`config.mk`:
```
export PLATFORM = sky130hd
export DESIGN_NAME = acorn128_aead_engine
export DESIGN_NICKNAME = d
export VERILOG_FILES = /design/src/hw/rtl/acorn_pkg.sv /design/src/hw/rtl/acorn128_aead_engine.sv /design/src/hw/rtl/acorn_core.sv /design/src/hw/rtl/acorn_ctrl.sv
export SDC_FILE = /design/constraint.sdc
export NUM_CORES = 1
export LEC_CHECK = 0
export ABC_AREA = 1
export BUFFER_PORTS_ARGS = -buffer_cell sky130_fd_sc_hd__buf_4
export CORE_ASPECT_RATIO = 1.5
export CORE_MARGIN = 2
export CORE_UTILIZATION = 60
export DETAILED_ROUTE_END_ITERATION = 10
export PLACE_DENSITY = 0.78
export RECOVER_POWER = 100
export SYNTH_ARGS = -nofsm -noshare
export SYNTH_HDL_FRONTEND = slang
export SYNTH_SLANG_ARGS = --single-unit
```
`constraint.sdc`:
```
create_clock -name clock -period 4.2 [get_ports clock]
set_input_delay 0.84 -clock clock [delete_from_list [all_inputs] [get_ports clock]]
set_output_delay 0.84 -clock clock [all_outputs]
set_load 0.05 [all_outputs]
```
`src/hw/rtl/acorn_pkg.sv`:
```
// Shared types, command codes, sequence lengths and the state update step of the engine.
package acorn_pkg;

   // Item commands
   localparam logic [2:0] CMD_IV  = 3'd0;
   localparam logic [2:0] CMD_AD  = 3'd1;
   localparam logic [2:0] CMD_ENC = 3'd2;
   localparam logic [2:0] CMD_DEC = 3'd3;
   localparam logic [2:0] CMD_FIN = 3'd4;

   // Key register indexes on the csr port
   localparam logic REG_KEY_LOW  = 1'b0;
   localparam logic REG_KEY_HIGH = 1'b1;

   localparam int STATE_W = 293;

   // Byte-step counts of each phase, written as the last count value
   localparam logic [7:0] INIT_LAST    = 8'd223;  // 56 words of key and iv
   localparam logic [7:0] PAD_LAST     = 8'd31;   // 256 padding steps
   localparam logic [7:0] PAD_CA_BYTES = 8'd16;   // ca is set for the first half
   localparam logic [7:0] MIX_LAST     = 8'd79;   // 20 zero words before the tag
   localparam logic [7:0] TAG_DONE     = 8'd16;   // four tag words
   localparam logic [5:0] INIT_KEY_XOR = 6'd8;    // word that takes k0 xor one
   localparam logic [31:0] KEY_XOR_CONST = 32'h0000_0001;
   localparam logic [7:0] PAD_FIRST_BYTE = 8'h01;

   localparam logic [2:0] MAX_BYTES = 3'd4;

   typedef struct packed {
      logic       step;
      logic       clear;
      logic [7:0] x;
      logic       ca;
      logic       cb;
      logic       dec;
   } step_ctrl_type;

   typedef struct packed {
      logic        load;
      logic [31:0] word;
      logic        is_tag;
      logic        last;
   } emit_type;

   typedef struct packed {
      logic [STATE_W-1:0] st;
      logic               y;
   } step_result_type;

   function automatic logic maj3(input logic a, input logic b, input logic c);
      return (a & b) ^ (a & c) ^ (b & c);
   endfunction

   // One state step: update the six feedback taps, form keystream and
   // nonlinear feedback, shift the state down by one.
   function automatic step_result_type acorn_step(input logic [STATE_W-1:0] s,
                                                  input logic x,
                                                  input logic ca,
                                                  input logic cb,
                                                  input logic dec);
      step_result_type    r;
      logic [STATE_W-1:0] t;
      logic s289, s230, s193, s154, s107, s61;
      logic ks, m, f;
      s289 = s[289] ^ s[235] ^ s[230];
      s230 = s[230] ^ s[196] ^ s[193];
      s193 = s[193] ^ s[160] ^ s[154];
      s154 = s[154] ^ s[111] ^ s[107];
      s107 = s[107] ^ s[66] ^ s[61];
      s61  = s[61] ^ s[23] ^ s[0];
      ks = s[12] ^ s154 ^ maj3(s[235], s61, s193) ^ ((s230 & s[111]) ^ (~s230 & s[66]));
      m  = dec ? (x ^ ks) : x;
      f  = s[0] ^ s107 ^ 1'b1 ^ maj3(s[244], s[23], s[160]) ^ (ca & s[196]) ^ (cb & ks) ^ m;
      t = s;
      t[289] = s289;
      t[230] = s230;
      t[193] = s193;
      t[154] = s154;
      t[107] = s107;
      t[61]  = s61;
      r.st = {f, t[STATE_W-1:1]};
      r.y  = x ^ ks;
      return r;
   endfunction

endpackage

```
`src/hw/rtl/acorn128_aead_engine.sv`:
```
// Top level of the ACORN-128 authenticated cipher engine: key registers, sequencer, core, output.
//
//  Channel | Direction | Ports                                          | Moves
//  req     | in        | req_valid/ready, command, data_word, byte_count | one command word
//  rsp     | out       | rsp_valid/ready, out_word, is_tag, last         | one result word
//  csr     | in        | csr_valid/ready, csr_index, csr_data            | one key half word
//
// The core advances eight state steps (one byte) per cycle while a phase is stepping; it holds in idle and emit.
// A data word steps its bytes; an ENC or DEC word then loads its result word, an AD word
// returns to idle. The first data word adds padding before it. The fourth iv word runs init.
// Finalize runs padding (twice if no data word came), mixing, then four tag words.
// Synchronous reset clears the state, the key registers and all control.
// Work stalls only while a finished word waits on a full output register; req is taken in idle.
module acorn128_aead_engine (
   input  logic        clock,
   input  logic        reset,
   input  logic        req_valid,
   output logic        req_ready,
   input  logic [2:0]  req_command,
   input  logic [31:0] req_data_word,
   input  logic [2:0]  req_byte_count,
   output logic        rsp_valid,
   input  logic        rsp_ready,
   output logic [31:0] rsp_out_word,
   output logic        rsp_is_tag,
   output logic        rsp_last,
   input  logic        csr_valid,
   output logic        csr_ready,
   input  logic        csr_index,
   input  logic [63:0] csr_data
);

   logic [63:0] key_low_ff, key_low_in;
   logic [63:0] key_high_ff, key_high_in;
   logic        rsp_valid_ff, rsp_valid_in;
   logic [31:0] rsp_word_ff, rsp_word_in;
   logic        rsp_tag_ff, rsp_tag_in;
   logic        rsp_last_ff, rsp_last_in;
   logic        out_free;
   logic [7:0]  core_y;

   acorn_pkg::step_ctrl_type step_ctrl;
   acorn_pkg::emit_type      emit;

   assign csr_ready = 1'b1;

   // Write the key halves
   always_comb begin
      key_low_in  = key_low_ff;
      key_high_in = key_high_ff;
      if (csr_valid) begin
         unique case (csr_index)
            acorn_pkg::REG_KEY_LOW:  key_low_in  = csr_data;
            acorn_pkg::REG_KEY_HIGH: key_high_in = csr_data;
            default:                 key_low_in  = key_low_ff;
         endcase
      end
   end

   always_ff @(posedge clock) begin
      if (reset) begin
         key_low_ff  <= '0;
         key_high_ff <= '0;
      end else begin
         key_low_ff  <= key_low_in;
         key_high_ff <= key_high_in;
      end
   end

   acorn_ctrl u_ctrl (
      .clock          (clock),
      .reset          (reset),
      .req_valid      (req_valid),
      .req_ready      (req_ready),
      .req_command    (req_command),
      .req_data_word  (req_data_word),
      .req_byte_count (req_byte_count),
      .key_low        (key_low_ff),
      .key_high       (key_high_ff),
      .out_free       (out_free),
      .core_y         (core_y),
      .step_ctrl      (step_ctrl),
      .emit           (emit)
   );

   acorn_core u_core (
      .clock     (clock),
      .reset     (reset),
      .step_ctrl (step_ctrl),
      .y_byte    (core_y)
   );

   // Hold a result word until it is taken
   assign out_free = !rsp_valid_ff || rsp_ready;

   always_comb begin
      rsp_valid_in = rsp_valid_ff;
      rsp_word_in  = rsp_word_ff;
      rsp_tag_in   = rsp_tag_ff;
      rsp_last_in  = rsp_last_ff;
      if (emit.load) begin
         rsp_valid_in = 1'b1;
         rsp_word_in  = emit.word;
         rsp_tag_in   = emit.is_tag;
         rsp_last_in  = emit.last;
      end else if (rsp_ready) begin
         rsp_valid_in = 1'b0;
      end
   end

   always_ff @(posedge clock) begin
      if (reset) begin
         rsp_valid_ff <= 1'b0;
      end else begin
         rsp_valid_ff <= rsp_valid_in;
      end
   end

   always_ff @(posedge clock) begin
      rsp_word_ff <= rsp_word_in;
      rsp_tag_ff  <= rsp_tag_in;
      rsp_last_ff <= rsp_last_in;
   end

   assign rsp_valid    = rsp_valid_ff;
   assign rsp_out_word = rsp_word_ff;
   assign rsp_is_tag   = rsp_tag_ff;
   assign rsp_last     = rsp_last_ff;

endmodule

```
`src/hw/rtl/acorn_core.sv`:
```
// Cipher state shift register, advanced eight steps (one byte) per cycle while step is set.
module acorn_core (
   input  logic                      clock,
   input  logic                      reset,
   input  acorn_pkg::step_ctrl_type  step_ctrl,
   output logic [7:0]                y_byte
);

   logic [acorn_pkg::STATE_W-1:0] state_ff;
   logic [acorn_pkg::STATE_W-1:0] state_in;
   logic [acorn_pkg::STATE_W-1:0] stepped;

   // Run one byte of steps, least significant bit first
   always_comb begin
      logic [acorn_pkg::STATE_W-1:0] cur;
      acorn_pkg::step_result_type    res;
      cur = state_ff;
      y_byte = '0;
      for (int i = 0; i < 8; i++) begin
         res = acorn_pkg::acorn_step(cur, step_ctrl.x[i], step_ctrl.ca, step_ctrl.cb,
                                     step_ctrl.dec);
         cur = res.st;
         y_byte[i] = res.y;
      end
      stepped = cur;
   end

   // Clear on init start, advance on a step, hold otherwise
   always_comb begin
      if (step_ctrl.clear) begin
         state_in = '0;
      end else if (step_ctrl.step) begin
         state_in = stepped;
      end else begin
         state_in = state_ff;
      end
   end

   always_ff @(posedge clock) begin
      if (reset) begin
         state_ff <= '0;
      end else begin
         state_ff <= state_in;
      end
   end

endmodule

```
`src/hw/rtl/acorn_ctrl.sv`:
```
// Command sequencer: iv collection, init, padding, data, tag phases and word assembly.
module acorn_ctrl (
   input  logic                      clock,
   input  logic                      reset,
   input  logic                      req_valid,
   output logic                      req_ready,
   input  logic [2:0]                req_command,
   input  logic [31:0]               req_data_word,
   input  logic [2:0]                req_byte_count,
   input  logic [63:0]               key_low,
   input  logic [63:0]               key_high,
   input  logic                      out_free,
   input  logic [7:0]                core_y,
   output acorn_pkg::step_ctrl_type  step_ctrl,
   output acorn_pkg::emit_type       emit
);

   typedef enum logic [6:0] {
      ST_IDLE = 7'b0000001,
      ST_INIT = 7'b0000010,
      ST_PAD  = 7'b0000100,
      ST_DATA = 7'b0001000,
      ST_MIX  = 7'b0010000,
      ST_TAG  = 7'b0100000,
      ST_EMIT = 7'b1000000
   } ctrl_state_type;

   ctrl_state_type state_ff, state_in;
   logic [7:0]  byte_ff, byte_in;
   logic [1:0]  iv_seen_ff, iv_seen_in;
   logic        started_ff, started_in;
   logic        is_ad_ff, is_ad_in;
   logic        is_dec_ff, is_dec_in;
   logic        is_fin_ff, is_fin_in;
   logic        pad_cb_ff, pad_cb_in;
   logic [2:0]  cnt_ff, cnt_in;
   logic [31:0] word_ff, word_in;
   logic [31:0] last_iv_ff, last_iv_in;
   logic [31:0] acc_ff, acc_in;
   logic [31:0] iv_mem [3];

   logic        req_fire;
   logic [2:0]  req_cnt;
   logic        iv_write;
   logic [5:0]  init_word;
   logic [31:0] key_word;
   logic [31:0] iv_word;
   logic [31:0] init_src;
   logic [7:0]  cnt_last;
   logic        clear;

   assign req_ready = (state_ff == ST_IDLE);
   assign req_fire  = req_valid && req_ready;
   assign req_cnt   = (req_byte_count > acorn_pkg::MAX_BYTES) ? acorn_pkg::MAX_BYTES
                                                              : req_byte_count;
   assign cnt_last  = {5'b0, cnt_ff - 3'd1};
   assign iv_write  = req_fire && (req_command == acorn_pkg::CMD_IV) && (iv_seen_ff != 2'd3);
   assign clear     = req_fire && (req_command == acorn_pkg::CMD_IV) && (iv_seen_ff == 2'd3);

   // Pick the init source word: key, stored iv, last iv, then key rounds
   assign init_word = byte_ff[7:2];
   always_comb begin
      unique case (init_word[1:0])
         2'd0:    key_word = key_low[31:0];
         2'd1:    key_word = key_low[63:32];
         2'd2:    key_word = key_high[31:0];
         default: key_word = key_high[63:32];
      endcase
      case (init_word[1:0])
         2'd0:    iv_word = iv_mem[0];
         2'd1:    iv_word = iv_mem[1];
         default: iv_word = iv_mem[2];
      endcase
      if (init_word >= 6'd4 && init_word <= 6'd6) begin
         init_src = iv_word;
      end else if (init_word == 6'd7) begin
         init_src = last_iv_ff;
      end else if (init_word == acorn_pkg::INIT_KEY_XOR) begin
         init_src = key_word ^ acorn_pkg::KEY_XOR_CONST;
      end else begin
         init_src = key_word;
      end
   end

   // Drive the core's per-byte inputs
   always_comb begin
      step_ctrl.clear = clear;
      step_ctrl.step  = 1'b0;
      step_ctrl.x     = '0;
      step_ctrl.ca    = 1'b1;
      step_ctrl.cb    = 1'b1;
      step_ctrl.dec   = 1'b0;
      unique case (state_ff) inside
         ST_INIT: begin
            step_ctrl.step = 1'b1;
            step_ctrl.x    = init_src[{byte_ff[1:0], 3'b000} +: 8];
         end
         ST_PAD: begin
            step_ctrl.step = 1'b1;
            step_ctrl.x    = (byte_ff == 8'd0) ? acorn_pkg::PAD_FIRST_BYTE : 8'h00;
            step_ctrl.ca   = (byte_ff < acorn_pkg::PAD_CA_BYTES);
            step_ctrl.cb   = pad_cb_ff;
         end
         ST_DATA: begin
            step_ctrl.step = 1'b1;
            step_ctrl.x    = word_ff[{byte_ff[1:0], 3'b000} +: 8];
            step_ctrl.cb   = is_ad_ff;
            step_ctrl.dec  = is_dec_ff;
         end
         ST_MIX, ST_TAG: begin
            step_ctrl.step = 1'b1;
         end
         ST_IDLE, ST_EMIT: begin
            step_ctrl.step = 1'b0;
         end
         default: begin
            step_ctrl.step = 1'b0;
         end
      endcase
   end

   // Result word toward the output register
   assign emit.load   = (state_ff == ST_EMIT) && out_free;
   assign emit.word   = acc_ff;
   assign emit.is_tag = is_fin_ff;
   assign emit.last   = !is_fin_ff || (byte_ff == acorn_pkg::TAG_DONE);

   // Sequence the phases
   always_comb begin
      state_in   = state_ff;
      byte_in    = byte_ff;
      iv_seen_in = iv_seen_ff;
      started_in = started_ff;
      is_ad_in   = is_ad_ff;
      is_dec_in  = is_dec_ff;
      is_fin_in  = is_fin_ff;
      pad_cb_in  = pad_cb_ff;
      cnt_in     = cnt_ff;
      word_in    = word_ff;
      last_iv_in = last_iv_ff;
      acc_in     = acc_ff;
      unique case (state_ff)
         ST_IDLE: begin
            if (req_fire) begin
               word_in = req_data_word;
               cnt_in  = req_cnt;
               byte_in = 8'd0;
               unique case (req_command) inside
                  acorn_pkg::CMD_IV: begin
                     if (iv_seen_ff == 2'd3) begin
                        iv_seen_in = 2'd0;
                        started_in = 1'b0;
                        last_iv_in = req_data_word;
                        state_in   = ST_INIT;
                     end else begin
                        iv_seen_in = iv_seen_ff + 2'd1;
                     end
                  end
                  acorn_pkg::CMD_AD: begin
                     is_ad_in  = 1'b1;
                     is_dec_in = 1'b0;
                     is_fin_in = 1'b0;
                     if (!started_ff && req_cnt != 3'd0) begin
                        state_in = ST_DATA;
                     end
                  end
                  acorn_pkg::CMD_ENC, acorn_pkg::CMD_DEC: begin
                     is_ad_in  = 1'b0;
                     is_dec_in = (req_command == acorn_pkg::CMD_DEC);
                     is_fin_in = 1'b0;
                     acc_in    = '0;
                     if (!started_ff) begin
                        started_in = 1'b1;
                        pad_cb_in  = 1'b1;
                        state_in   = ST_PAD;
                     end else if (req_cnt != 3'd0) begin
                        state_in = ST_DATA;
                     end else begin
                        state_in = ST_EMIT;
                     end
                  end
                  acorn_pkg::CMD_FIN: begin
                     is_ad_in  = 1'b0;
                     is_dec_in = 1'b0;
                     is_fin_in = 1'b1;
                     pad_cb_in = !started_ff;
                     state_in  = ST_PAD;
                  end
                  default: begin
                     state_in = ST_IDLE;
                  end
               endcase
            end
         end
         ST_INIT: begin
            if (byte_ff == acorn_pkg::INIT_LAST) begin
               byte_in  = 8'd0;
               state_in = ST_IDLE;
            end else begin
               byte_in = byte_ff + 8'd1;
            end
         end
         ST_PAD: begin
            if (byte_ff == acorn_pkg::PAD_LAST) begin
               byte_in = 8'd0;
               if (is_fin_ff && pad_cb_ff) begin
                  pad_cb_in = 1'b0;
               end else if (is_fin_ff) begin
                  state_in = ST_MIX;
               end else if (cnt_ff != 3'd0) begin
                  state_in = ST_DATA;
               end else begin
                  state_in = ST_EMIT;
               end
            end else begin
               byte_in = byte_ff + 8'd1;
            end
         end
         ST_DATA: begin
            acc_in[{byte_ff[1:0], 3'b000} +: 8] = core_y;
            if (byte_ff == cnt_last) begin
               byte_in  = 8'd0;
               state_in = is_ad_ff ? ST_IDLE : ST_EMIT;
            end else begin
               byte_in = byte_ff + 8'd1;
            end
         end
         ST_MIX: begin
            if (byte_ff == acorn_pkg::MIX_LAST) begin
               byte_in  = 8'd0;
               state_in = ST_TAG;
            end else begin
               byte_in = byte_ff + 8'd1;
            end
         end
         ST_TAG: begin
            acc_in[{byte_ff[1:0], 3'b000} +: 8] = core_y;
            byte_in = byte_ff + 8'd1;
            if (byte_ff[1:0] == 2'd3) begin
               state_in = ST_EMIT;
            end
         end
         ST_EMIT: begin
            if (out_free) begin
               if (is_fin_ff && byte_ff != acorn_pkg::TAG_DONE) begin
                  state_in = ST_TAG;
               end else begin
                  byte_in  = 8'd0;
                  state_in = ST_IDLE;
               end
            end
         end
         default: begin
            state_in = ST_IDLE;
         end
      endcase
   end

   // Control registers
   always_ff @(posedge clock) begin
      if (reset) begin
         state_ff   <= ST_IDLE;
         byte_ff    <= '0;
         iv_seen_ff <= '0;
         started_ff <= 1'b0;
         is_ad_ff   <= 1'b0;
         is_dec_ff  <= 1'b0;
         is_fin_ff  <= 1'b0;
         pad_cb_ff  <= 1'b0;
         cnt_ff     <= '0;
      end else begin
         state_ff   <= state_in;
         byte_ff    <= byte_in;
         iv_seen_ff <= iv_seen_in;
         started_ff <= started_in;
         is_ad_ff   <= is_ad_in;
         is_dec_ff  <= is_dec_in;
         is_fin_ff  <= is_fin_in;
         pad_cb_ff  <= pad_cb_in;
         cnt_ff     <= cnt_in;
      end
   end

   // Payload registers
   always_ff @(posedge clock) begin
      word_ff    <= word_in;
      last_iv_ff <= last_iv_in;
      acc_ff     <= acc_in;
   end

   // Store the first three iv words
   always_ff @(posedge clock) begin
      if (iv_write) begin
         iv_mem[iv_seen_ff] <= req_data_word;
      end
   end

   a_step_busy: assert property (@(posedge clock) disable iff (reset)
      step_ctrl.step |-> !(state_ff == ST_IDLE || state_ff == ST_EMIT))
      else $error("state stepped while idle or emitting");

   a_clear_on_iv: assert property (@(posedge clock) disable iff (reset)
      step_ctrl.clear |-> (req_fire && req_command == acorn_pkg::CMD_IV && iv_seen_ff == 2'd3))
      else $error("state cleared outside the fourth iv word");

   a_load_free: assert property (@(posedge clock) disable iff (reset)
      emit.load |-> (out_free && state_ff == ST_EMIT))
      else $error("result loaded into a busy output register");

   a_start_on_data: assert property (@(posedge clock) disable iff (reset)
      $rose(started_ff) |-> ($past(req_fire) && ($past(req_command) == acorn_pkg::CMD_ENC ||
                                                  $past(req_command) == acorn_pkg::CMD_DEC)))
      else $error("data phase started without a data word");

endmodule
```
======== Word-level counts from Yosys, hierarchy flattened ========
Memory sizes are Yosys's and may differ from the RTL's.
Cells that the tools add are included.
storage, ports and cells
  logic and storage cells ................. 491
  output and inout port bits .............. 37
  input port bits ......................... 108
  RAM bits ................................ 96
  register bits after elaboration ......... 577
  memories kept ........................... 1
memory list
  name           depth  width  read ports  clocked after memory_dff  write ports  RTL line          RTL
  u_ctrl.iv_mem  3      32     3           0                         1            acorn_ctrl.sv:40  logic [31:0] iv_mem [3];
cells by class
  $lt $le $gt $ge ......................... 4
  bitwise gates (word level) .............. 306
  equality and inequality tests ........... 40
  $add $sub $neg .......................... 4
  multiplexer cells ....................... 66
  reduce and logical (&&, ||, !) cells .... 47
  shift-type cells ........................ 4
operator list
  cell                                                  number
  XOR 1 bit                                             208
  two-way mux 32 bit                                    4
  case mux 32 bit (2 select lines)                      2
  two-way mux 7 bit                                     15
  case mux 32 bit (3 select lines)                      1
  bitwise AND 1 bit                                     80
  variable part select 32 x 6 -> 8 bit                  2
  two-way mux 8 bit                                     7
  case mux 8 bit (7 select lines)                       1
  case mux 7 bit (7 select lines)                       1
  bitwise mux 32 bit                                    1
  variable shift 8 x 7 -> 32 bit, first input constant  1
  variable part select 8 x 7 -> 32 bit                  1
  case mux 7 bit (4 select lines)                       1
  case mux 8 bit (3 select lines)                       1
  two-way mux 1 bit                                     22
  inequality test 2 bit, second input constant          11
  NOT 1 bit                                             18
  == test 8 x 5 -> 1 bit, second input constant         2
  AND reduction 3 bit                                   5
  case mux 1 bit (2 select lines)                       7
  nonzero test 2 bit                                    7
  inequality test 3 bit, second input constant          4
  AND reduction 4 bit                                   3
  other kinds (44)                                      66

======== Logic depth before layout (Yosys ltp) ========
Gate-level depths: netlist (run 1).
  word-level depth ........................ 13
  mapped depth ............................ 20
  mapped depth without buffers ............ 20

======== Cells and area by module ========
A second synthesis (run 1) with hierarchy kept.
second synthesis, totals
  cells, all modules ...................... 3899
  area total of the unflattened synthesis .. 30561.8 sq um
modules (own cells, without submodules)
  module                area each (sq um)  cells an instance  times used  sequential area each (sq um)
  acorn_core            13267.7            1924               1           5865.6
  acorn_ctrl            11220.8            1237               1           6266.0
  acorn128_aead_engine  6073.3             738                1           3603.5

======== Worst setup path after synthesis (run 1) ========
No wires, ideal clock.
  kind .................................... input to register
  start ................................... input port req_valid
  end ..................................... memory u_ctrl.iv_mem[0][0], enable pin
  path buffers ............................ 0
  setup time .............................. 0.421 ns
  arrival time ............................ 3.132 ns
  slack ................................... 0.647 ns
  cell stages on the path ................. 4
  required time ........................... 3.779 ns
  cells stage by stage .................... inv_1 nor2_4 nand2_1 nor2_1
between the ends
  word-level cells in the longest chain between the ends .. 5
ends and longest elaborated chain
  what                                     RTL line                    RTL
  start: declaration                       acorn128_aead_engine.sv:17  input logic req_valid,
  logical AND 1 bit                        acorn_ctrl.sv:53            assign req_fire = req_valid && req_ready;
  logical AND 1 bit (2 in a row)           acorn_ctrl.sv:57            assign iv_write = req_fire && (req_command == acorn_pkg::CMD_IV) && (iv_seen_ff != 2'd3);
  two-way mux 1 bit                        acorn_ctrl.sv:293           if (iv_write) begin
  two-way mux 1 bit (implied by the code)  acorn_ctrl.sv:294           iv_mem[iv_seen_ff] <= req_data_word;
  end: declaration                         acorn_ctrl.sv:40
Every way passes these cells.

======== Worst setup path in the final report (run 1) ========
  start ................................... register u_ctrl.state_ff[4]
  end ..................................... register u_core.state_ff[197] (netlist name)
between the ends
  word-level cells in the longest chain between the ends .. 5
  elaborated cells between the ends (all ways) .. 12
  those cells by class .................... 6 x eq/ne; 1 x mux; 5 x reduce/logical
ends and longest elaborated chain
  what                              RTL line           RTL
  start: declaration                acorn_ctrl.sv:28   ctrl_state_type state_ff, state_in;
  start signal: assignment          acorn_ctrl.sv:272  state_ff <= state_in;
  == test 7 x 1 -> 1 bit (no line)  --
  logical AND 1 bit                 acorn_ctrl.sv:53
  logical AND 1 bit (2 in a row)    acorn_ctrl.sv:58   assign clear = req_fire && (req_command == acorn_pkg::CMD_IV) && (iv_seen_ff == 2'd3);
  OR reduction 2 bit (no line)      --
  end signal: assignment            acorn_core.sv:43   state_ff <= state_in;
  end: declaration                  acorn_core.sv:9    logic [acorn_pkg::STATE_W-1:0] state_ff;
Parallel ways exist; a longest one is shown, timed or not.
A chain may end at the register's enable or synchronous reset.

==> results.py, run 1 <==
metrics = {
    "setup_path": {
        "cp.arrival_ns": 4.23,
        "worstSetupPathType": "flop to flop",
        "startpoint_type": "flop",
        "timing.reg2reg.worst_path_depth": 9,
        "timing.critical_path.fanout_max": 154,
        "crit_path_end_kind": "flop",
        "worstPathRequired_ns": 4.68,
    },
    "clock_network": {
        "cts.hold.buffers_added": 0,
        "cts_sinks": 673,
        "cts.repair.resized": 0,
        "cts_tree": "built",
        "clock_pin_slew_reported_for_the_worst_setup_and_hold_paths_after_clock_tree_synthesis_ns": 0.07,
        "ctsRootBufferMaster": "clkbuf_16",
        "cts_setup_buffers": 0,
        "clock_tree.htree_level_count": 2,
        "number_of_buffers_on_the_longest_clock_path": 3,
        "clkLatencyLatePin_ns": 0.64,
        "cts_buffers": 61,
    },
    "layout": {
        "layoutNonFillerInstCount": 4321,
        "area.growth.synth_to_final_pct": 10.5,
        "final_core_utilization": 0.667,
        "multi_input_area_sq_mm": 0.0116,
        "drive_above_1_share": 0.0787,
        "final-seq-area_sq_mm": 0.0157,
        "design.final.nets": 3731,
        "fillers": 4008,
    },
    "yosys": {
        "synth_seq_cells": 673,
        "biggest_area_contributors_in_the_synthesized_netlist": "dfxtp_1, edfxtp_1, nor2_1, o21ai_0, nand2_1",
        "async_flop_share": 0,
        "total_standard_cell_area_after_synthesis_sq_mm": 0.0292,
        "synth_fp_nets": 3677,
        "synth_top_cell_by_area": "dfxtp_1",
        "synthFlopType": "dfxtp_1",
        "synth_enable_flop_cells": 226,
        "ys_types": 54,
        "post-synth-top-area-fraction": 0.306,
        "synth-seq-area-share": 0.538,
        "synthesis.area_per_instance_sq_um": 8.22,
        "synth_warnings": 0,
        "postSynthCellCount": 3557,
    },
    "power_and_ir_drop": {
        "clock_power_share": 0.272,
        "comb_power_share": 0.318,
        "power_mw": 21.1,
        "p_switching_mw": 7.74,
        "static_leak_nw": 12.7,
        "power_density_mw_per_mm2": 652,
        "sequential_fraction_of_design_power": 0.410,
        "netSwitchingFraction": 0.368,
        "internal_power_mw": 13.3,
        "max-vdd-ir-drop_mv": 0.513,
    },
    "place": {
        "preCtsSetupSlack_ns": 1.03,
        "gp_routability_congestion": 0.908,
        "place.port_buffers": 143,
        "detailed_place_hpwl_um": 52700,
        "place_inst": 4204,
    },
    "run": {
        "max_cap_violations": 3,
    },
    "route": {
        "drt_pre_antenna_iters": 7,
        "detail_route.drc_violations": 0,
        "routed-via-count": 24100,
        "route.detailed.wl_per_inst_um": 17.9,
        "detailedRoute.firstIterationViolations": 2097,
        "antenna_violating_nets_post_route": 0,
        "wirelength_um": 77400,
        "viasPerCell": 5.59,
    },
    "global_routing": {
        "wire_length_of_the_first_global_routing_pass_um": 120000,
        "first_global_vias": 22800,
        "grt_most_used_layer": "met2",
        "grt_util_met1": 0.341,
        "gr_util_all_layers": 0.303,
        "total_gr_overflow": 0,
        "number_of_antenna_violations_at_the_first_check_in_global_routing": 6,
        "grt_start_max_net_pins": 155,
        "grtUsageMet3": 0.0464,
        "groute.layer.met2.usage": 0.544,
    },
    "timing": {
        "finalSetupViolations": 0,
        "final_min_period_over_clock_period": 0.894,
        "worst_tran_pin_value_ns": 1.90,
        "hold_violations": 0,
        "max_freq_mhz": 266,
        "slew_headroom": -0.266,
        "fin_worst_skew_ns": 0.0213,
        "unrepaired_setup_endpoints_after_global_routing": "false",
        "report.final.slew_viol_count": 211,
        "post-route-min-period_ns": 3.75,
        "setup_ws_ns": 0.447,
        "finalSetupTns_ns": 0,
    },
    "min_path": {
        "min_path_type": "input pin to flop",
        "hold_depth": 3,
    },
    "outcome": {
        "violated_checks": "max-capacitance violations, max-slew violations",
        "run_status": "complete, but fails checks",
    },
    "die": {
        "die_height_um": 274,
        "core.rowCount": 99,
        "die_width_um": 184,
        "fp.dieArea_sq_mm": 0.0506,
        "io_pins": 145,
        "core_area_sq_mm": 0.0484,
        "floorplan.initialDensity": 0.604,
    },
}
## per-layer routing
metal	up-vias	share of wire	wire length, um
met1	11200	0.37	28900
met3	238	0.063	4870
met2	894	0.50	38900
met4	6	0.061	4730
met5	-	0.00045	35
li1	11800	-	-
## worst max-delay path, cell delays in order, from the launching register on
cell and delay, ns:
dfxtp_1 0.35, nor3_4 0.36, inv_2 0.08, nor4_4 0.52
inv_2 0.07, nand4_1 0.23, nor2_4 0.11, clkbuf_4 0.66
o21ai_0 0.99, a21oi_1 0.08
## power by group through the flow
stage | sequential (mW) | clock [mW] | combinational (mW)
finish | 8.64 | 5.72 | 6.69
global route | 8.73 | 6.01 | 7.51
CTS | 8.63 | 5.78 | 6.76
detailed placement | 8.75 | 0 | 6.69
global placement | 8.72 | 0 | 6.59
floorplan | 8.47 | 0 | 5.11
## kinds of logic after synthesis
| logic type | count (synthesis) | synth area share |
|---|---|---|
| and+or+nand+nor | 1517 | 0.216 |
| AOI/OAI and AO/OA | 807 | 0.144 |
| DFF | 673 | 0.538 |
| buffers and inverters | 441 | 0.0644 |
| xor gates and xnor gates | 106 | 0.0317 |
| adders and majority gates | 12 | 0.00513 |
| other | 1 | 0.000128 |
## worst paths after layout
path / slack (ns) / from / to
max: 0.45 / u_ctrl.state_ff[4]$_SDFFE_PP0P_ / u_core.state_ff[197]$_SDFFE_PP0P_
min: 0.43 / csr_data[31] / key_low_ff[31]$_SDFFE_PP0P_
min reg2reg: 0.45 / u_core.state_ff[55]$_SDFFE_PP0P_ / u_core.state_ff[47]$_SDFFE_PP0P_
max reg2reg: 0.45 / u_ctrl.state_ff[4]$_SDFFE_PP0P_ / u_core.state_ff[197]$_SDFFE_PP0P_
## stage by stage
step,hold WS (ns),instance area [sq um]
6_report,0.435,32300
3_3_place_gp,0.439,30700
2_1_floorplan,0.425,29200
5_1_grt,0.431,32300
3_5_place_dp,0.443,30700
4_1_cts,0.392,32700
## registers in the layout, indices dropped and copies added, names as in the netlist, 2 cells and up
| register | cells |
|---|---|
| u_ctrl.cnt_ff | 3 |
| rsp_out_word | 32 |
| key_low_ff | 64 |
| key_high_ff | 64 |
| u_ctrl.word_ff | 32 |
| u_ctrl.iv_seen_ff | 2 |
| u_ctrl.iv_mem | 96 |
| u_ctrl.byte_ff | 8 |
| u_ctrl.state_ff | 7 |
| u_ctrl.acc_ff | 32 |
| u_ctrl.last_iv_ff | 32 |
| u_core.state_ff | 293 |
## cell type report
class                   instances  share of cell area
flip-flops and latches        673               0.487
multi-input cells            2443               0.359
clock buffers                  83              0.0560
repair buffers                185              0.0351
inverters                     247              0.0292
well taps                     656              0.0254
clock inverters                30             0.00790
diodes                          4            0.000310
## cells in the mapped netlist, types with 4 or more instances
cell type and count:
buf_2 67, o211ai_1 7, a211oi_2 6, a21oi_2 9
nand3_1 175, buf_6 13, nand3b_1 12, inv_2 19
inv_1 221, nand2_1 583, or2_2 20, nor2_2 4
edfxtp_1 226, dfxtp_1 447, xor2_1 45, a21oi_1 231
or2_0 7, o21ai_1 38, nand2_2 9, nor2_4 5
ha_1 12, nor2_1 653, clkbuf_1 96, clkbuf_2 6
xnor2_1 61, nand3_2 5, a211oi_1 5, nor3_1 6
clkinv_1 5, or2_1 4, buf_4 9, nand4_1 21
o21ai_0 482, o22ai_1 18
## layout by cell type, fill, tap and decap left out, drive strengths merged, types with 2 or more instances in the layout
cell and instances:
o2111ai 2, nor2 664, nand3b 12, o211ai 7, or2 31, clkinvlp 3, xor2 45, o21ai 522
ha 12, nand4 23, clkbuf 169, inv 252, a211oi 11, dfxtp 447, o22ai 18, xnor2 61
nand2 595, buf 99, edfxtp 226, a221oi 2, diode 4, nor4 3, bufinv 4, nand3 180
nor3 9, clkinv 18, a21oi 240
No activity file was read; power rests on OpenSTA's default activity.
==> run 2, diff against run 1 <==
Settings changed: CELL_PAD_IN_SITES_DETAIL_PLACEMENT from default to 1, CELL_PAD_IN_SITES_GLOBAL_PLACEMENT from default to 1, CORE_UTILIZATION 60 to 46, PLACE_DENSITY 0.78 to default, PLACE_DENSITY_LB_ADDON from default to 0.1.
==> results.py, run 2 (synthesis gave the netlist of run 1 again) <==
metrics = {
    "timing": {
        "slew_headroom": -0.295,
        "finalSetupTns_ns": 0,
        "worst_tran_pin_value_ns": 1.94,
        "unrepaired_setup_endpoints_after_global_routing": "false",
        "hold_violations": 0,
        "fin_worst_skew_ns": 0.0166,
        "report.final.slew_viol_count": 253,
        "final_min_period_over_clock_period": 0.884,
        "max_freq_mhz": 269,
        "post-route-min-period_ns": 3.71,
        "worst_hold_slack_ns": 0.444,
        "finalSetupViolations": 0,
    },
    "layout": {
        "number_of_flip_flops_under_the_largest_register_name": 293,
        "most-common-layout-cells": "nor2_1, nand2_1, o21ai_0",
        "layout.cells.most_common": "nor2_1",
        "max_flop_register": "u_core.state_ff",
        "area.growth.synth_to_final_pct": 12.2,
        "drive_above_1_share": 0.0849,
        "final_core_utilization": 0.520,
        "design.final.nets": 3745,
        "fillers": 7591,
        "reg.largest.list": "u_core.state_ff: 293 flops, u_ctrl.iv_mem: 96 flops",
    },
    "setup_path": {
        "cp.arrival_ns": 4.26,
        "crit_path_cell_chain": "clkinv_1 > nand2_1 > nor2_1 > nand2_4 > inv_4 > nor2_1 > clkbuf_2 > o21ai_0 > a21oi_1",
        "critical_path.slowest_cell": "nor2_1",
        "worstPathBufferInverterCount": 3,
        "timing.critical_path.fanout_max": 38,
        "worst_path_largest_cell_delay_ns": 0.99,
        "crit_path_end_kind": "flop",
        "critical-path-top-cell-by-count": "nor2_1",
        "worstPathRequired_ns": 4.75,
        "cp_top_family": "simple AND/OR/NAND/NOR gates",
        "startpoint_type": "flop",
        "worstSetupPathType": "flop to flop",
    },
    "route": {
        "routed-via-count": 24600,
        "detail_route.drc_violations": 0,
        "antenna_violating_nets_post_route": 0,
        "detailedRoute.firstIterationViolations": 1366,
        "drt_pre_antenna_iters": 5,
        "wirelength_um": 94800,
        "viasPerCell": 5.48,
        "route.detailed.wl_per_inst_um": 21.1,
    },
    "clock_network": {
        "ctsRootBufferMaster": "clkbuf_16",
        "number_of_buffers_on_the_longest_clock_path": 3,
        "cts_sinks": 673,
        "cts_setup_buffers": 0,
        "cts_buffers": 67,
        "cts.hold.buffers_added": 0,
        "cts_tree": "built",
        "clock_pin_slew_reported_for_the_worst_setup_and_hold_paths_after_clock_tree_synthesis_ns": 0.07,
        "cts.repair.resized": 0,
        "clkLatencyLatePin_ns": 0.63,
        "clock_tree.htree_level_count": 3,
    },
    "place": {
        "detailed_place_hpwl_um": 66300,
        "gp_routability_congestion": 0.857,
        "place.port_buffers": 143,
    },
    "die": {
        "floorplan.initialDensity": 0.464,
        "die_width_um": 210,
        "core_area_sq_mm": 0.0631,
        "core.rowCount": 113,
        "io_pins": 145,
        "fp.dieArea_sq_mm": 0.0656,
        "die_height_um": 313,
    },
    "outcome": {
        "run_status": "complete, but fails checks",
        "violated_checks": "max-capacitance violations, max-slew violations",
    },
    "global_routing": {
        "grt_start_max_net_pins": 142,
        "first_global_vias": 25900,
        "gr_util_all_layers": 0.287,
        "total_gr_overflow": 0,
        "number_of_antenna_violations_at_the_first_check_in_global_routing": 4,
        "wire_length_of_the_first_global_routing_pass_um": 146000,
    },
    "run": {
        "max_cap_violations": 4,
    },
    "power_and_ir_drop": {
        "max-vdd-ir-drop_mv": 0.364,
        "power_density_mw_per_mm2": 679,
        "static_leak_nw": 12.9,
    },
    "min_path": {
        "min_path_type": "input pin to flop",
    },
}
-- run 2: cell count changes in the layout (fill, tap and decap cells not counted), moves of 3 or more --
cell,before,now
buf_4,95,108
nor2_4,12,5
inv_1,230,225
inv_2,15,12
clkbuf_8,9,15
clkbuf_16,66,72
nor2_1,648,652
o21ai_1,8,26
o21ai_0,512,494
-- run 2: layer usage --
layer  up-vias  GRT usage  routed length [um]
li1      11800          -                   -
met1     12100      0.308               36100
met2       490      0.542               50500
met3       195     0.0342                3020
met4         4      0.159                5190
met5         -          0                  28
-- run 2: path summary, 6_finish.rpt --
| kind | start | to | slack, ns | cells past startpoint |
|---|---|---|---|---|
| worst max-delay path | u_ctrl.state_ff[0]$_SDFFE_PP1P_ | u_core.state_ff[71]$_SDFFE_PP0P_ | 0.49 | 9 |
| worst min-delay path | csr_data[33] | key_low_ff[33]$_SDFFE_PP0P_ | 0.44 | 3 |
| worst max register to register | u_ctrl.state_ff[0]$_SDFFE_PP1P_ | u_core.state_ff[71]$_SDFFE_PP0P_ | 0.49 | 9 |
| worst min register to register | u_core.state_ff[288]$_SDFFE_PP0P_ | u_core.state_ff[280]$_SDFFE_PP0P_ | 0.45 | 2 |
-- run 2: tightest hold or removal path, stage by stage --
cell    delay (ns)
buf_4         0.08
nor2_1        0.03
nor2_1        0.08
-- run 2: report_power, final --
part / switching (mW) / total, mW / internal, mW
Sequential: 0.833 / 8.71 / 7.88
Combinational: 5.07 / 7.30 / 2.23
Clock: 2.61 / 6.27 / 3.65
Total: 8.52 / 22.3 / 13.8
-- run 2: final cells by class --
cell class,count,area [sq um],share of cell area
antenna,3,7.51,0.000229
clock buffer,99,2050,0.0626
clock inverter,22,235,0.00717
inverter,247,945,0.0288
multi-input combinational,2443,11600,0.354
sequential,673,15700,0.480
tap,805,1010,0.0307
timing repair buffer,193,1220,0.0373
-- run 2: stage by stage --
stage	power [mW]	area (sq um)	setup slack [ns]	instances
floorplan	13.6	29200	0.647	3557
global placement	15.8	30900	0.979	4361
detailed placement	16.1	30900	0.875	4361
CTS	22.5	33200	0.858	4482
global route	23.6	32800	0.298	4483
finish	22.3	32800	0.489	4485
==> run 3, diff against run 2 <==
Settings changed: SYNTH_HIERARCHICAL from default to 1.
==> results.py, run 3 <==
metrics = {
    "setup_path": {
        "timing.critical_path.fanout_max": 42,
        "cp.arrival_ns": 4.45,
        "crit_path_end_kind": "flop",
        "rrSetupSlack_ns": 0.53,
        "worstReg2RegStart": "u_ctrl/byte_ff[4]$_SDFFE_PP0P_",
        "worstPathRequired_ns": 4.74,
        "worstSetupPathType": "input pin to flop",
        "startpoint_type": "input pin",
        "timing.reg2reg.worst_path_depth": 17,
        "timing.rr.end": "u_ctrl/acc_ff[25]$_SDFFCE_PP0P_",
    },
    "layout": {
        "layout.cells.most_common": "nand2_1",
        "reg.largest.list": "u_core/state_ff: 293 flops, u_ctrl/iv_mem: 96 flops",
        "drive_above_1_share": 0.0924,
        "final_core_utilization": 0.521,
        "most-common-layout-cells": "nand2_1, dfxtp_1, a21oi_1",
        "max_flop_register": "u_core/state_ff",
        "area.growth.synth_to_final_pct": 11.9,
        "fillers": 8091,
        "design.final.nets": 4080,
        "number_of_flip_flops_under_the_largest_register_name": 293,
    },
    "route": {
        "route.detailed.wl_per_inst_um": 20.5,
        "antenna_violating_nets_post_route": 0,
        "drt_pre_antenna_iters": 7,
        "viasPerCell": 5.42,
        "wirelength_um": 100000,
        "routed-via-count": 26600,
        "detailedRoute.firstIterationViolations": 1757,
        "detail_route.drc_violations": 0,
    },
    "global_routing": {
        "first_global_vias": 27200,
        "number_of_antenna_violations_at_the_first_check_in_global_routing": 7,
        "total_gr_overflow": 0,
        "wire_length_of_the_first_global_routing_pass_um": 155000,
        "gr_util_all_layers": 0.290,
        "grt_start_max_net_pins": 121,
    },
    "outcome": {
        "run_status": "complete, but fails checks",
        "violated_checks": "max-capacitance violations, max-slew violations",
    },
    "power_and_ir_drop": {
        "internal_power_mw": 13.7,
        "static_leak_nw": 13.6,
        "max-vdd-ir-drop_mv": 0.399,
        "comb_power_share": 0.348,
        "clock_power_share": 0.279,
        "power_density_mw_per_mm2": 663,
        "sequential_fraction_of_design_power": 0.373,
        "netSwitchingFraction": 0.397,
        "p_switching_mw": 9.00,
    },
    "yosys": {
        "total_standard_cell_area_after_synthesis_sq_mm": 0.0306,
        "ys_types": 56,
        "synth_enable_flop_cells": 226,
        "synth_warnings": 6,
        "synth_fp_nets": 4019,
        "synth_seq_cells": 673,
        "post-synth-top-area-fraction": 0.293,
        "netlist_top_cells_count": "nand2_1, dfxtp_1, a21oi_1",
        "biggest_area_contributors_in_the_synthesized_netlist": "dfxtp_1, edfxtp_1, nand2_1, a21oi_1, nand3_1",
        "synthesis.area_per_instance_sq_um": 7.84,
        "postSynthCellCount": 3899,
        "synth_top_cell_by_area": "dfxtp_1",
        "synthMostInstantiatedCell": "nand2_1",
        "synthFlopType": "dfxtp_1",
        "async_flop_share": 0,
        "synth-seq-area-share": 0.515,
    },
    "clock_network": {
        "cts_tree": "built",
        "number_of_buffers_on_the_longest_clock_path": 3,
        "cts_buffers": 69,
        "cts.hold.buffers_added": 0,
        "cts_sinks": 673,
        "clkLatencyLatePin_ns": 0.63,
        "ctsRootBufferMaster": "clkbuf_16",
        "cts_setup_buffers": 0,
        "clock_tree.htree_level_count": 3,
        "cts.repair.resized": 0,
        "clock_pin_slew_reported_for_the_worst_setup_and_hold_paths_after_clock_tree_synthesis_ns": 0.06,
    },
    "timing": {
        "post-route-min-period_ns": 3.90,
        "report.final.slew_viol_count": 195,
        "hold_violations": 0,
        "unrepaired_setup_endpoints_after_global_routing": "false",
        "max_freq_mhz": 256,
        "worst_tran_pin_value_ns": 2.45,
        "fin_worst_skew_ns": 0.0209,
        "finalSetupViolations": 0,
        "slew_headroom": -0.632,
        "final_min_period_over_clock_period": 0.930,
        "finalSetupTns_ns": 0,
    },
    "die": {
        "floorplan.initialDensity": 0.466,
        "io_pins": 145,
        "die_width_um": 214,
        "core.rowCount": 115,
        "core_area_sq_mm": 0.0656,
        "die_height_um": 320,
        "fp.dieArea_sq_mm": 0.0686,
    },
    "min_path": {
        "hold-path-endpoint": "u_core/state_ff[121]$_SDFFE_PP0P_",
        "min_path_type": "flop to flop",
        "hold_depth": 2,
        "timing.hold.worst.start": "u_core/state_ff[121]$_SDFFE_PP0P_",
    },
    "place": {
        "gp_routability_congestion": 0.857,
        "place.port_buffers": 143,
        "detailed_place_hpwl_um": 70000,
    },
    "run": {
        "max_cap_violations": 5,
    },
}
run 3: cell count changes after synthesis, sizes merged, moves of 7 or more:
cell / previous run / this run
nand2: 595 / 1162
o21ai: 522 / 185
nor2: 664 / 350
nand3: 180 / 368
a21oi: 240 / 385
inv: 242 / 304
buf: 92 / 124
xnor2: 61 / 32
xor2: 45 / 25
a22oi: 0 / 13
o211ai: 7 / 20
a211oi: 11 / 1
nand3b: 12 / 19
run 3: routing by layer:
metal,track usage,vias up,routed length (um)
li1,-,12900,-
met1,0.324,13000,39400
met2,0.551,495,53500
met3,0.0320,161,3290
met4,0.125,4,4000
met5,0,-,26
run 3: area by class of cell:
type / instances / area [sq um] / area share
antenna: 7 / 17.5 / 0.000512
clock buffer: 95 / 1970 / 0.0575
clock inverter: 32 / 314 / 0.00918
inverter: 312 / 1190 / 0.0347
multi-input combinational: 2692 / 12500 / 0.367
sequential: 673 / 15700 / 0.460
tap: 877 / 1100 / 0.0321
timing repair buffer: 212 / 1340 / 0.0393
run 3: logic make-up (layout without fill, tap and decap cells):
kind of cell | Yosys count | after routing | share of synthesized area
simple gates | 1979 | 1979 | 0.278
flops | 673 | 673 | 0.515
fa+ha+maj | 12 | 12 | 0.00491
buf+inv | 534 | 651 | 0.0737
xor+xnor | 57 | 57 | 0.0163
compound gates | 643 | 643 | 0.112
other cells | 1 | 8 | 0.000123
run 3: per-stage QoR:
step                      power [mW]  std cells  setup slack, ns  hold slack, ns  instance area [sq um]
after floorplan                 13.9       3899            0.135           0.426                  30600
after global placement          16.3       4766            0.861           0.440                  32400
after detailed placement        16.6       4766            0.705           0.451                  32400
after CTS                       22.9       4893            0.681           0.393                  34600
after global routing            24.1       4898            0.232           0.470                  34200
final                           22.7       4900            0.296           0.455                  34200
run 3: critical path: stages:
cell	delay, ns
clkbuf_1	1.03
clkbuf_1	1.76
nand3_1	0.48
a21oi_1	0.30
run 3: worst max path at each step:
stage	start	to	slack, ns	cells past startpoint
finish	csr_index	key_high_ff[35]$_SDFFE_PP0P_	0.30	4
global route	u_ctrl/byte_ff[4]$_SDFFE_PP0P_	u_ctrl/acc_ff[25]$_SDFFCE_PP0P_	0.23	17
CTS	u_ctrl/byte_ff[2]$_SDFFE_PP0P_	u_ctrl/acc_ff[28]$_SDFFCE_PP0P_	0.68	16
detailed placement	u_ctrl/byte_ff[2]$_SDFFE_PP0P_	u_ctrl/acc_ff[28]$_SDFFCE_PP0P_	0.71	16
global placement	u_ctrl/byte_ff[4]$_SDFFE_PP0P_	u_ctrl/acc_ff[25]$_SDFFCE_PP0P_	0.86	17
floorplan	req_valid	u_ctrl/iv_mem[0][0]$_DFFE_PP_	0.13	4
run 3: power groups by stage:
stage | clock, mW | combinational [mW] | sequential (mW)
finish | 6.32 | 7.88 | 8.45
global route | 6.69 | 8.86 | 8.54
CTS | 6.44 | 8.03 | 8.45
detailed placement | 0 | 7.97 | 8.59
global placement | 0 | 7.75 | 8.57
floorplan | 0 | 5.63 | 8.30
